**src/rtl/core/o3d_pipe_ctrl.sv**
```systemverilog
// Valid and load control for a stallable pipeline that collapses bubbles.
module o3d_pipe_ctrl #(
   parameter int STAGES = 8
) (
   input  logic              clock,
   input  logic              reset,
   input  logic              in_valid,
   output logic              in_ready,
   output logic              out_valid,
   input  logic              out_ready,
   output logic [STAGES-1:0] load
);

   logic [STAGES-1:0] valid_ff;
   logic [STAGES-1:0] valid_in;
   logic [STAGES:0]   rdy;

   // A stage can take a word when it is empty or its content moves on.
   always_comb begin
      rdy[STAGES] = out_ready;
      for (int i = STAGES - 1; i >= 0; i--) begin
         rdy[i] = !valid_ff[i] || rdy[i+1];
      end
   end

   always_comb begin
      load = rdy[STAGES-1:0];
      valid_in[0] = rdy[0] ? in_valid : valid_ff[0];
      for (int i = 1; i < STAGES; i++) begin
         valid_in[i] = rdy[i] ? valid_ff[i-1] : valid_ff[i];
      end
   end

   always_ff @(posedge clock) begin
      if (reset) begin
         valid_ff <= '0;
      end else begin
         valid_ff <= valid_in;
      end
   end

   assign in_ready  = rdy[0];
   assign out_valid = valid_ff[STAGES-1];

endmodule

```
**config.mk**
```make
export PLATFORM = sky130hd
export DESIGN_NAME = o3d_pipe_ctrl
export DESIGN_NICKNAME = d
export VERILOG_FILES = /design/src/rtl/core/o3d_pipe_ctrl.sv
export SDC_FILE = /design/constraint.sdc
export NUM_CORES = 1
export LEC_CHECK = 0
export ABC_AREA = 0
export BUFFER_PORTS_ARGS = -buffer_cell sky130_fd_sc_hd__buf_2
export CORE_AREA = 2 2 39 41
export DETAILED_ROUTE_END_ITERATION = 8
export DIE_AREA = 0 0 41 43
export GPL_ROUTABILITY_DRIVEN = 0
export GPL_TIMING_DRIVEN = 0
export PLACE_DENSITY = 0.45
export SLEW_MARGIN = 25
export SYNTH_ARGS = -nofsm -noshare
export SYNTH_HDL_FRONTEND = slang
export SYNTH_SLANG_ARGS = --single-unit
```
**constraint.sdc**
```tcl
create_clock -name clock -period 3.12 [get_ports clock]
set_clock_uncertainty 0.2 [all_clocks]
set_input_delay 0 -clock clock [delete_from_list [all_inputs] [get_ports clock]]
set_output_delay 0 -clock clock [all_outputs]
set_load 0.02 [all_outputs]
```
==> results of run 1 <==
## worst max-delay path, delay by kind of cell
family / cells / cell delay [ns]
buffers and inverters: 4 / 1.32
AND/OR/NAND/NOR: 2 / 0.24
AO/OA/AOI/OAI: 1 / 0.19
## cells by family (layout without fill, tap and decap cells)
logic type	after synthesis	in the layout	synth area share [%]
and+or+nand+nor	18	18	29.4
DFF	8	8	47.6
buffers and inverters	7	26	11.5
AOI/OAI and AO/OA	6	6	11.5
## worst paths after layout
kind | slack (ns) | depth (start not counted) | to
max reg2reg | 1.36 | 5 | valid_ff[0]
max | 1.30 | 7 | valid_ff[0]
min | 0.25 | 2 | valid_ff[3]
min reg2reg | 0.25 | 2 | valid_ff[3]
## through the flow
stage | util (%) | std cells | hold WS [ns]
after floorplan | - | 39 | -0.0797
after global placement | 30.1 | 67 | 0.0197
after detailed placement | 30.1 | 67 | 0.0184
after CTS | 34.6 | 74 | 0.255
after global routing | 34.6 | 74 | 0.269
final | 34.6 | 74 | 0.252
## cell type report
cell class              instances  area [sq um]
inverters                       4          15.0
clock buffers                   3          22.5
well taps                      16          20.0
plain buffers                   3          23.8
flip-flops and latches          8           160
multi-input cells              24           138
repair buffers                 16           100
fillers                       147           905
## where the power goes
group	internal, mW	switching, mW	total (mW)	leakage [nW]
Combinational	0.00609	0.00392	0.0100	0.108
Clock	0.0438	0.0325	0.0763	0.0138
Sequential	0.104	0.00183	0.106	0.0650
Total	0.154	0.0382	0.192	0.187
## cells in the final DEF (no fill, tap or decap)
cell type      Yosys  final
dlygate4sd3_1      0      4
nand3_1            1      1
nor2_1             9      9
nand2_1            3      3
nand3_4            1      1
nor2b_1            1      1
inv_1              4      4
clkbuf_2           1      1
and4b_1            1      1
a21oi_2            1      1
a31oi_1            1      1
buf_4              1      1
and2_4             1      1
and3_1             1      1
clkbuf_4           0      3
a21oi_1            3      3
a41oi_1            1      1
buf_6              1      1
dfxtp_1            8      8
buf_2              0     12
## per-layer routing
metal  vias to the layer above  track usage (%)
met3                         2             1.57
met4                         0             12.0
met1                       143             11.0
met5                         -                0
li1                        165                -
met2                         8             11.6
==> metrics.md, run 1 <==
| Metric | Value |
|---|---|
| Post-route minimum period | 1.82 ns |
| Post-CTS setup buffers | 0 |
| Htree depth | 1 |
| Worst slack, placed | 1.70 ns |
| Buffer depth of the longest clock path | 2 |
| Most used cell, CP | dlygate4sd3_1 |
| Max-Cap Viols | 0 |
| Largest cells by area after synthesis | dfxtp_1 48%, nor2_1 10%, nand3_4 5.2%, a21oi_1 4.5%, inv_1 4.5% |
| Syn Inst Count | 39 |
| Yosys reg bits | 8 |
| Met2 Wirelength | 290 microns |
| Worst-path clk slew | 0.05 ns |
| P per Cell Area | 402 mW/mm^2 |
| Pins Over Slew Limit | 0 |
| Syn nets | 43 |
| Wire length on met3 | 30 microns |
| Relative slew slack | 83.1% |
| Metal1 wirelength | 330 microns |
| Setup crit start | out_ready |
| CP Class | in -> reg |
| Count leader, synth | nor2_1 |
| Post-route ant nets | 0 |
| Flip-flop count of the largest register after layout | 8 |
| Number of DRC markers in iteration 0 | 2 |
| Crit path arrival time | 1.75 ns |
| Critical-path top delay cell | dlygate4sd3_1 |
| Initial Util | 24.3% |
| Vias in the first global route | 262 |
| Via density per instance | 4.30 |
| Final setup violation count | 0 |
| Post-synth EDFFs | 0 |
| Die height | 43 microns |
| Seq/Total Area, Yosys | 47.6% |
| Die width | 41 microns |
| Worst path required time | 3.05 ns |
| Final hold violations | 0 |
| Via Count | 318 |
| Number of antenna diodes | 0 |
| Distinct cells, synth | 17 |
| Yosys top cell area share | 47.6% |
| Least-Margin Pin Slew | 0.253 ns |
| VDD IR max | 0.143 mV |
| First-pass GRT wire length | 1040 microns |
| Crit end category | register |
| Area leader, netlist | dfxtp_1 |
| Worst-Skew Late Latency | 0.24 ns |
| CTS tree | done |
| Final worst slack | 1.30 ns |
| Worst reg2reg startpoint | valid_ff[6] |
| Primary FF master, synth | dfxtp_1 |
| Regs by FF count | valid_ff x8 |
| Wire length per cell | 9.05 microns |
| Core Footprint | 0.00138 sq mm |
| Commonest cells post-synth | 9 x nor2_1, 8 x dfxtp_1, 4 x inv_1 |
| RSZ-0062 raised after global routing | no |
| Fin crit share | 58.3% |
| Final WL | 670 microns |
| Fin Setup TNS | 0 ns |
| CP cell instances | dlygate4sd3_1, buf_2, and4b_1, buf_6, a41oi_1, nor2_1, dlygate4sd3_1 |
| Largest net degree at the start of global routing | 10 |
| Final Instance Area | 479 sq um |
| Drt drc | 0 |
| Worst-path fanout max | 9 |
| Clock sink count | 8 |
| Total Power | 0.192 mW |
| Cts hold-fix bufs | 4 |
| 1st-pass router iterations | 2 |
| Port Buf Inserts | 12 |
| Clock root cell | clkbuf_4 |
| DIE AREA | 0.00176 sq mm |
| Synth async-reset ratio | 0% |
| CTS buffer count | 3 |
| CP startpoint kind | input port |
| Biggest register | valid_ff |
| Layout Nets | 64 |
| Status | finished clean |
| Gr usage total | 9.26% |
| Tightest Hold Check Type | reg -> reg |
| Site row count | 14 |
| Synth Cell Area | 337 sq um |
| Top Layer Used | met4 |
| Highest clock rate | 0.550 GHz |
| Lkg Pwr | 0.187 nW |
| GRT overflow | 0 |
| CP max stage delay | 0.54 ns |
| Top-Level Pins | 14 |
| Area growth, synth to finish | 42.4% |
| Syn Area/Cell | 8.63 sq um |
| Detailed placer's ending HPWL | 481 microns |
| Post-placement cell area | 417 sq um |
| Layout cells sized above 1 | 36.2% |
| Hold path start | valid_ff[2] |
| Synth warnings | 0 |
| CTS resizes | 0 |
| Initial antenna violation count | 0 |
No activity file was read; power rests on OpenSTA's default activity.
==> run 2, diff against run 1 <==
- PLACE_DENSITY: 0.45 -> 0.46
- clock period: 3.12 -> 1.5 ns (I/O delays scaled with it)
==> run 2 against run 1 <==
Against the previous run:
- via count is 1.3% lower
- combinational power increased by 91%
- power grew 110%
- hold slack lost 0.11 ns
- sequential power rose by 110%
- largest power group unchanged
==> metrics.md, run 2 (synthesized netlist as in run 1, its figures left out) <==
| Metric | Value |
|---|---|
| Htree depth | 1 (unchanged) |
| Die width | 41 microns (unchanged) |
| Number of antenna diodes | 0 (unchanged) |
| Post-route minimum period | 1.42 ns |
| Placed Instances | 67 (unchanged) |
| Via density per instance | 4.30 (about the same) |
| Wire length per cell | 9.03 microns (-0.29%) |
| Flop-to-flop setup slack | 0.27 ns (-1.09 ns) |
| Die height | 43 microns (unchanged) |
| CP Class | reg -> out |
| Crit path arrival time | 1.22 ns (-0.53 ns) |
| Worst-path clk slew | 0.05 ns (about the same) |
| Most common cell after layout, fill and taps aside | buf_2 |
| Port Buf Inserts | 12 (unchanged) |
| CP startpoint kind | register |
| Number of DRC markers in iteration 0 | 4 (+2) |
| Fin crit share | 94.7% |
| Initial antenna violation count | 0 (unchanged) |
| DIE AREA | 0.00176 sq mm (unchanged) |
| Hold path depth | 5 (+3) |
| Total Power | 0.402 mW (+110%) |
| Layout Nets | 63 (-1.6%) |
| Largest net degree at the start of global routing | 9 (-1) |
| Final hold slack | 0.140 ns (-0.112 ns) |
| First-pass GRT wire length | 1010 microns (-2.7%) |
| Tightest Hold Check Type | in -> reg |
| CTS tree | done |
| Site row count | 14 (unchanged) |
| Drt drc | 0 (unchanged) |
| Initial Util | 24.3% (unchanged) |
| Post-route ant nets | 0 (unchanged) |
| Regs by FF count | valid_ff x8 |
| CTS buffer count | 3 (unchanged) |
| Top-Level Pins | 14 (unchanged) |
| Final setup violation count | 0 (unchanged) |
| Status | finished clean |
| FILL cells | 146 (-0.68%) |
| Pins Over Slew Limit | 0 (unchanged) |
| Lkg Pwr | 0.191 nW (+2.0%) |
| Highest clock rate | 0.704 GHz |
| Worst-path fanout max | 5 (-4) |
| Flip-flop count of the largest register after layout | 8 (unchanged) |
| Core Footprint | 0.00138 sq mm (unchanged) |
| Post-route insts no fill | 73 (-1.4%) |
| Biggest register | valid_ff |
| Gr usage total | 9.08% (-0.18 points) |
| 1st-pass router iterations | 5 (+3) |
| Buffer depth of the longest clock path | 2 (unchanged) |
| Clock sink count | 8 (unchanged) |
| Worst reg2reg startpoint | valid_ff[7] |
| Most frequent cells in the layout | 10 x buf_2, 9 x nor2_1, 5 x dfxtp_2 |
| VDD IR max | 0.335 mV (+130%) |
| Fin Setup TNS | 0 ns (unchanged) |
| Vias in the first global route | 259 (-1.1%) |
| Final WL | 659 microns (-1.6%) |
| Area growth, synth to finish | 50.2% |
| Hold endpoint | valid_ff[5] |
| Final hold violations | 0 (unchanged) |
| Worst r2r dst | valid_ff[0] |
| Relative slew slack | 82.8% (-0.30 points) |
| Max-Cap Viols | 0 (unchanged) |
| Least-Margin Pin Slew | 0.258 ns (+0.00444 ns) |
| P per Cell Area | 794 mW/mm^2 (+98%) |
| Detailed placer's ending HPWL | 459 microns (-4.5%) |
| GRT overflow | 0 (unchanged) |
| Layout cells sized above 1 | 49.1% (+13 points) |
| Worst-Skew Late Latency | 0.25 ns (about the same) |
| Hold path start | out_ready |
| Reg2Reg Depth | 4 (-1) |
| Via Count | 314 (-1.3%) |
| Clock root cell | clkbuf_4 |
| Worst path required time | 1.30 ns (-1.75 ns) |
| RSZ-0062 raised after global routing | no |
| Crit end category | output port |
-- run 2: cell types whose count changed in the layout (fill, tap and decap cells not counted) --
cell / delta
dfxtp_1: -5
buf_2: -2
dfxtp_2: +5
dlygate4sd3_1: -1
and3_4: +1
nand3_4: +1
nand3_1: -1
and3_1: -1
buf_6: +2
-- run 2: cell type report --
cell class | count | area, sq um | share of cell area, %
well taps | 16 | 20.0 | 3.96
clock buffers | 3 | 22.5 | 4.46
flip-flops and latches | 8 | 166 | 32.9
repair buffers | 17 | 121 | 24.0
plain buffers | 1 | 5.00 | 0.990
multi-input cells | 24 | 155 | 30.7
inverters | 4 | 15.0 | 2.97
-- run 2: worst max path at each step --
stage | from | to | slack (ns)
5_1_grt | valid_ff[7] | load[0] | 0.02
3_5_place_dp | valid_ff[6] | load[0] | 0.09
2_1_floorplan | valid_ff[7] | load[0] | 0.03
3_3_place_gp | valid_ff[6] | load[0] | 0.08
6_report | valid_ff[4] | load[0] | 0.08
4_1_cts | valid_ff[5] | load[3] | 0.002
-- run 2: power breakdown --
group          switching, mW  leakage [nW]  total, mW  internal (mW)
registers            0.00514        0.0676      0.222          0.217
clock network         0.0689        0.0138      0.160         0.0913
logic                0.00785         0.110     0.0191         0.0112
-- run 2: layer usage --
layer  GRT usage, %  part of all wire, %  vias to the layer above
li1               -                    -                      162
met1           11.8                   48                      140
met4           10.0                  1.5                        0
met2           10.3                   44                       10
met3           3.14                  6.1                        2
met5              0                    0                        -
-- run 2: timing repair --
action / 4_1_cts / 5_1_grt
endpoints found under the hold margin: 8 / 0
gates resized for setup: 7 / 5
setup buffers: 2 / 0
hold buffers: 3 / 0
endpoints found under the setup margin: 4 / 4
pin swaps: 1 / 1
-- run 2: critical path, cell delays in order, from the launching register on --
cell and delay [ns]:
dfxtp_2 0.38, and3_4 0.21, and2_4 0.16, nand3_4 0.08
buf_6 0.14
-- run 2: stage by stage --
stage	worst slack (ns)	instance area (sq um)	utilization, %
floorplan	0.0264	342	-
global placement	0.0805	422	30.5
detailed placement	0.0864	422	30.5
CTS	0.00180	498	36.0
global route	0.0173	505	36.5
finish	0.0798	505	36.5
==> run 3, diff against run 2 <==
- ABC_AREA: 0 -> 1
==> run 3 against run 2 <==
Against the previous run:
- register-to-register slack barely moved
- critical path type unchanged
- clock-buffer cell count did not move
- clock power fell by 5%
- flip-flop and latch count did not move
- first-iteration DRC count fell by 50%
- the flow now finishes with violations (hold timing)
==> metrics.md, run 3 <==
| Metric | Value |
|---|---|
| Worst slack, placed | 0.0907 ns (+0.00432 ns) |
| Syn Area/Cell | 8.96 sq um (+3.8%) |
| Total Power | 0.392 mW (-2.5%) |
| Synth Area in XOR/XNOR | 0% (unchanged) |
| Top-Level Pins | 14 (unchanged) |
| GRT overflow | 0 (unchanged) |
| Compound-Gate Fraction of Synth Area | 11.7% (+0.17 points) |
| Biggest register | valid_ff |
| Synth warnings | 0 (unchanged) |
| Post-synth EDFFs | 0 (unchanged) |
| Number of DRC markers in iteration 0 | 2 (-2) |
| Worst-path fanout max | 4 (-1) |
| Commonest cells post-synth | 8 x dfxtp_1, 8 x inv_1, 6 x a21oi_1 |
| Worst path required time | 1.30 ns (about the same) |
| Post-route minimum period | 1.42 ns (-0.00219 ns) |
| Lkg Pwr | 0.218 nW (+14%) |
| Adder-cell share of the synthesized area | 0% (unchanged) |
| Regs by FF count | valid_ff x8 |
| Distinct cells, synth | 14 (-3) |
| Final worst slack | 0.0820 ns (+0.00219 ns) |
| Failing checks | hold timing |
| CP startpoint kind | register |
| Most frequent cells in the layout | 10 x buf_2, 8 x inv_1, 6 x a21oi_1 |
| Syn nets | 41 (-4.7%) |
| Area growth, synth to finish | 52.5% |
| Site row count | 14 (unchanged) |
| Relative slew slack | 75.6% (-7.1 points) |
| Initial Util | 24.0% (-0.36 points) |
| CTS buffer count | 3 (unchanged) |
| Via Count | 302 (-3.8%) |
| Tightest Hold Check Type | in -> reg |
| Largest net degree at the start of global routing | 9 (unchanged) |
| Fin crit share | 94.5% (-0.15 points) |
| Most common cell after layout, fill and taps aside | buf_2 |
| Clock sink count | 8 (unchanged) |
| Worst reg2reg startpoint | valid_ff[5] |
| Drt drc | 0 (unchanged) |
| Flip-flop count of the largest register after layout | 8 (unchanged) |
| Largest cells by area after synthesis | dfxtp_1 48%, a21oi_1 9.1%, inv_1 9.1%, nand4_4 6.4%, nor3_4 4.9% |
| Layout Nets | 64 (+1.6%) |
| Clock root cell | clkbuf_4 |
| 1st-pass router iterations | 2 (-3) |
| Max-Cap Viols | 0 (unchanged) |
| Status | complete, but fails checks |
| Main combinational cell family by area after synthesis | simple AND/OR/NAND/NOR gates |
| Yosys top cell area share | 48.3% (+0.72 points) |
| Hold path depth | 5 (unchanged) |
| Vias in the first global route | 258 (-0.39%) |
| First-pass GRT wire length | 938 microns (-6.9%) |
| Simple logic cell fraction of the synthesized area | 25.3% (-4.1 points) |
| Reg2Reg Depth | 5 (+1) |
| Least-Margin Pin Slew | 0.365 ns (+0.108 ns) |
| Final hold violations | 2 (+2) |
| Die height | 43 microns (unchanged) |
| Buffer depth of the longest clock path | 2 (unchanged) |
| Detailed placer's ending HPWL | 447 microns (-2.6%) |
| Final WL | 610 microns (-7.4%) |
| Yosys reg bits | 8 (unchanged) |
| Synth async-reset ratio | 0% (unchanged) |
| Hold path start | out_ready |
| Post-route insts no fill | 74 (+1.4%) |
| Core Footprint | 0.00138 sq mm (unchanged) |
| Primary FF master, synth | dfxtp_1 |
| Crit path arrival time | 1.22 ns (about the same) |
| Fin Setup TNS | 0 ns (unchanged) |
| Worst-path clk slew | 0.05 ns (about the same) |
| Syn Inst Count | 37 (-5.1%) |
| Gr usage total | 8.15% (-0.93 points) |
| P per Cell Area | 775 mW/mm^2 (-2.5%) |
| Die width | 41 microns (unchanged) |
| Final hold slack | -0.0340 ns (-0.174 ns) |
| Flop-to-flop setup slack | 0.27 ns (about the same) |
| Highest clock rate | 0.705 GHz (+0.15%) |
| Worst r2r dst | valid_ff[2] |
| Htree depth | 1 (unchanged) |
| Placed Instances | 65 (-3.0%) |
| Final setup violation count | 0 (unchanged) |
| VDD IR max | 0.340 mV (+1.5%) |
| RSZ-0062 raised after global routing | no |
| Hold endpoint | valid_ff[5] |
| Area leader, netlist | dfxtp_1 |
| Pins Over Slew Limit | 0 (unchanged) |
| CP Class | reg -> out |
| Wire length per cell | 8.24 microns (-8.7%) |
| Seq/Total Area, Yosys | 48.3% (+0.72 points) |
| Port Buf Inserts | 12 (unchanged) |
| Layout cells sized above 1 | 50.0% (+0.88 points) |
| DIE AREA | 0.00176 sq mm (unchanged) |
| Mux cell area share after synthesis | 0% (unchanged) |
| Crit end category | output port |
| Worst-Skew Late Latency | 0.24 ns (about the same) |
| Post-route ant nets | 0 (unchanged) |
| CTS tree | done |
| Number of antenna diodes | 0 (unchanged) |
| Initial antenna violation count | 0 (unchanged) |
| Synth Cell Area | 332 sq um (-1.5%) |
| Via density per instance | 4.08 (-5.1%) |
[run 3: cell types whose count changed in the layout (fill, tap and decap cells not counted), sizes merged]
cell,before,now
inv,4,10
nor2,9,3
a21oi,4,7
buf,14,16
nand4,0,2
a31oi,1,0
a41oi,1,0
and2,1,0
and3,1,0
and4b,1,0
nand2,3,2
nor2b,1,0
nor3,0,1
[run 3: layer usage]
layer  vias up  GRT usage, %  wire length (microns)
met4         0          6.00                      0
li1        157             -                      -
met3         0          3.14                     59
met5         -             0                      0
met2        12          11.3                    275
met1       133          9.71                    275
[run 3: layout make-up]
| type | count | area, sq um |
|---|---|---|
| plain buffers | 1 | 3.75 |
| flip-flops and latches | 8 | 166 |
| well taps | 16 | 20.0 |
| repair buffers | 19 | 133 |
| fillers | 159 | 878 |
| inverters | 10 | 37.5 |
| multi-input cells | 17 | 123 |
| clock buffers | 3 | 22.5 |
[run 3: worst max-delay path by stage]
stage / from / to / slack, ns / cells past startpoint
floorplan: valid_ff[7] / load[0] / 0.0003 / 4
global placement: valid_ff[6] / load[0] / 0.07 / 5
detailed placement: valid_ff[6] / load[0] / 0.09 / 5
CTS: valid_ff[5] / load[2] / -0.01 / 5
global route: valid_ff[5] / load[2] / 0.007 / 5
finish: valid_ff[5] / load[1] / 0.08 / 5
[run 3: cell families after synthesis]
kind of cell,after synthesis
buf+inv,12
simple gates,10
flops,8
compound gates,7
[run 3: report_power, final]
group	internal [mW]	switching (mW)
logic	0.0107	0.00986
clock network	0.0908	0.0613
registers	0.216	0.00349
total	0.317	0.0747
[run 3: timing repair]
item | in CTS | in global routing
hold buffers | 2 | 1
hold endpoints to repair | 8 | 2
gates resized for setup | 5 | 2
setup buffers | 4 | 0
pin swaps | 1 | 1
setup endpoints to repair | 2 | 5
[run 3: stage by stage]
| step | instance area, sq um | util (%) |
|---|---|---|
| 2_1_floorplan | 333 | - |
| 3_3_place_gp | 413 | 29.8 |
| 3_5_place_dp | 413 | 29.8 |
| 4_1_cts | 489 | 35.4 |
| 5_1_grt | 505 | 36.5 |
| 6_report | 505 | 36.5 |
[run 3: worst max-delay path, cell delays in order, from the launching register on]
cell and delay [ns]:
dfxtp_2 0.34, nand4_4 0.12, nor3_4 0.16, buf_6 0.13
nand3_2 0.06, buf_2 0.16
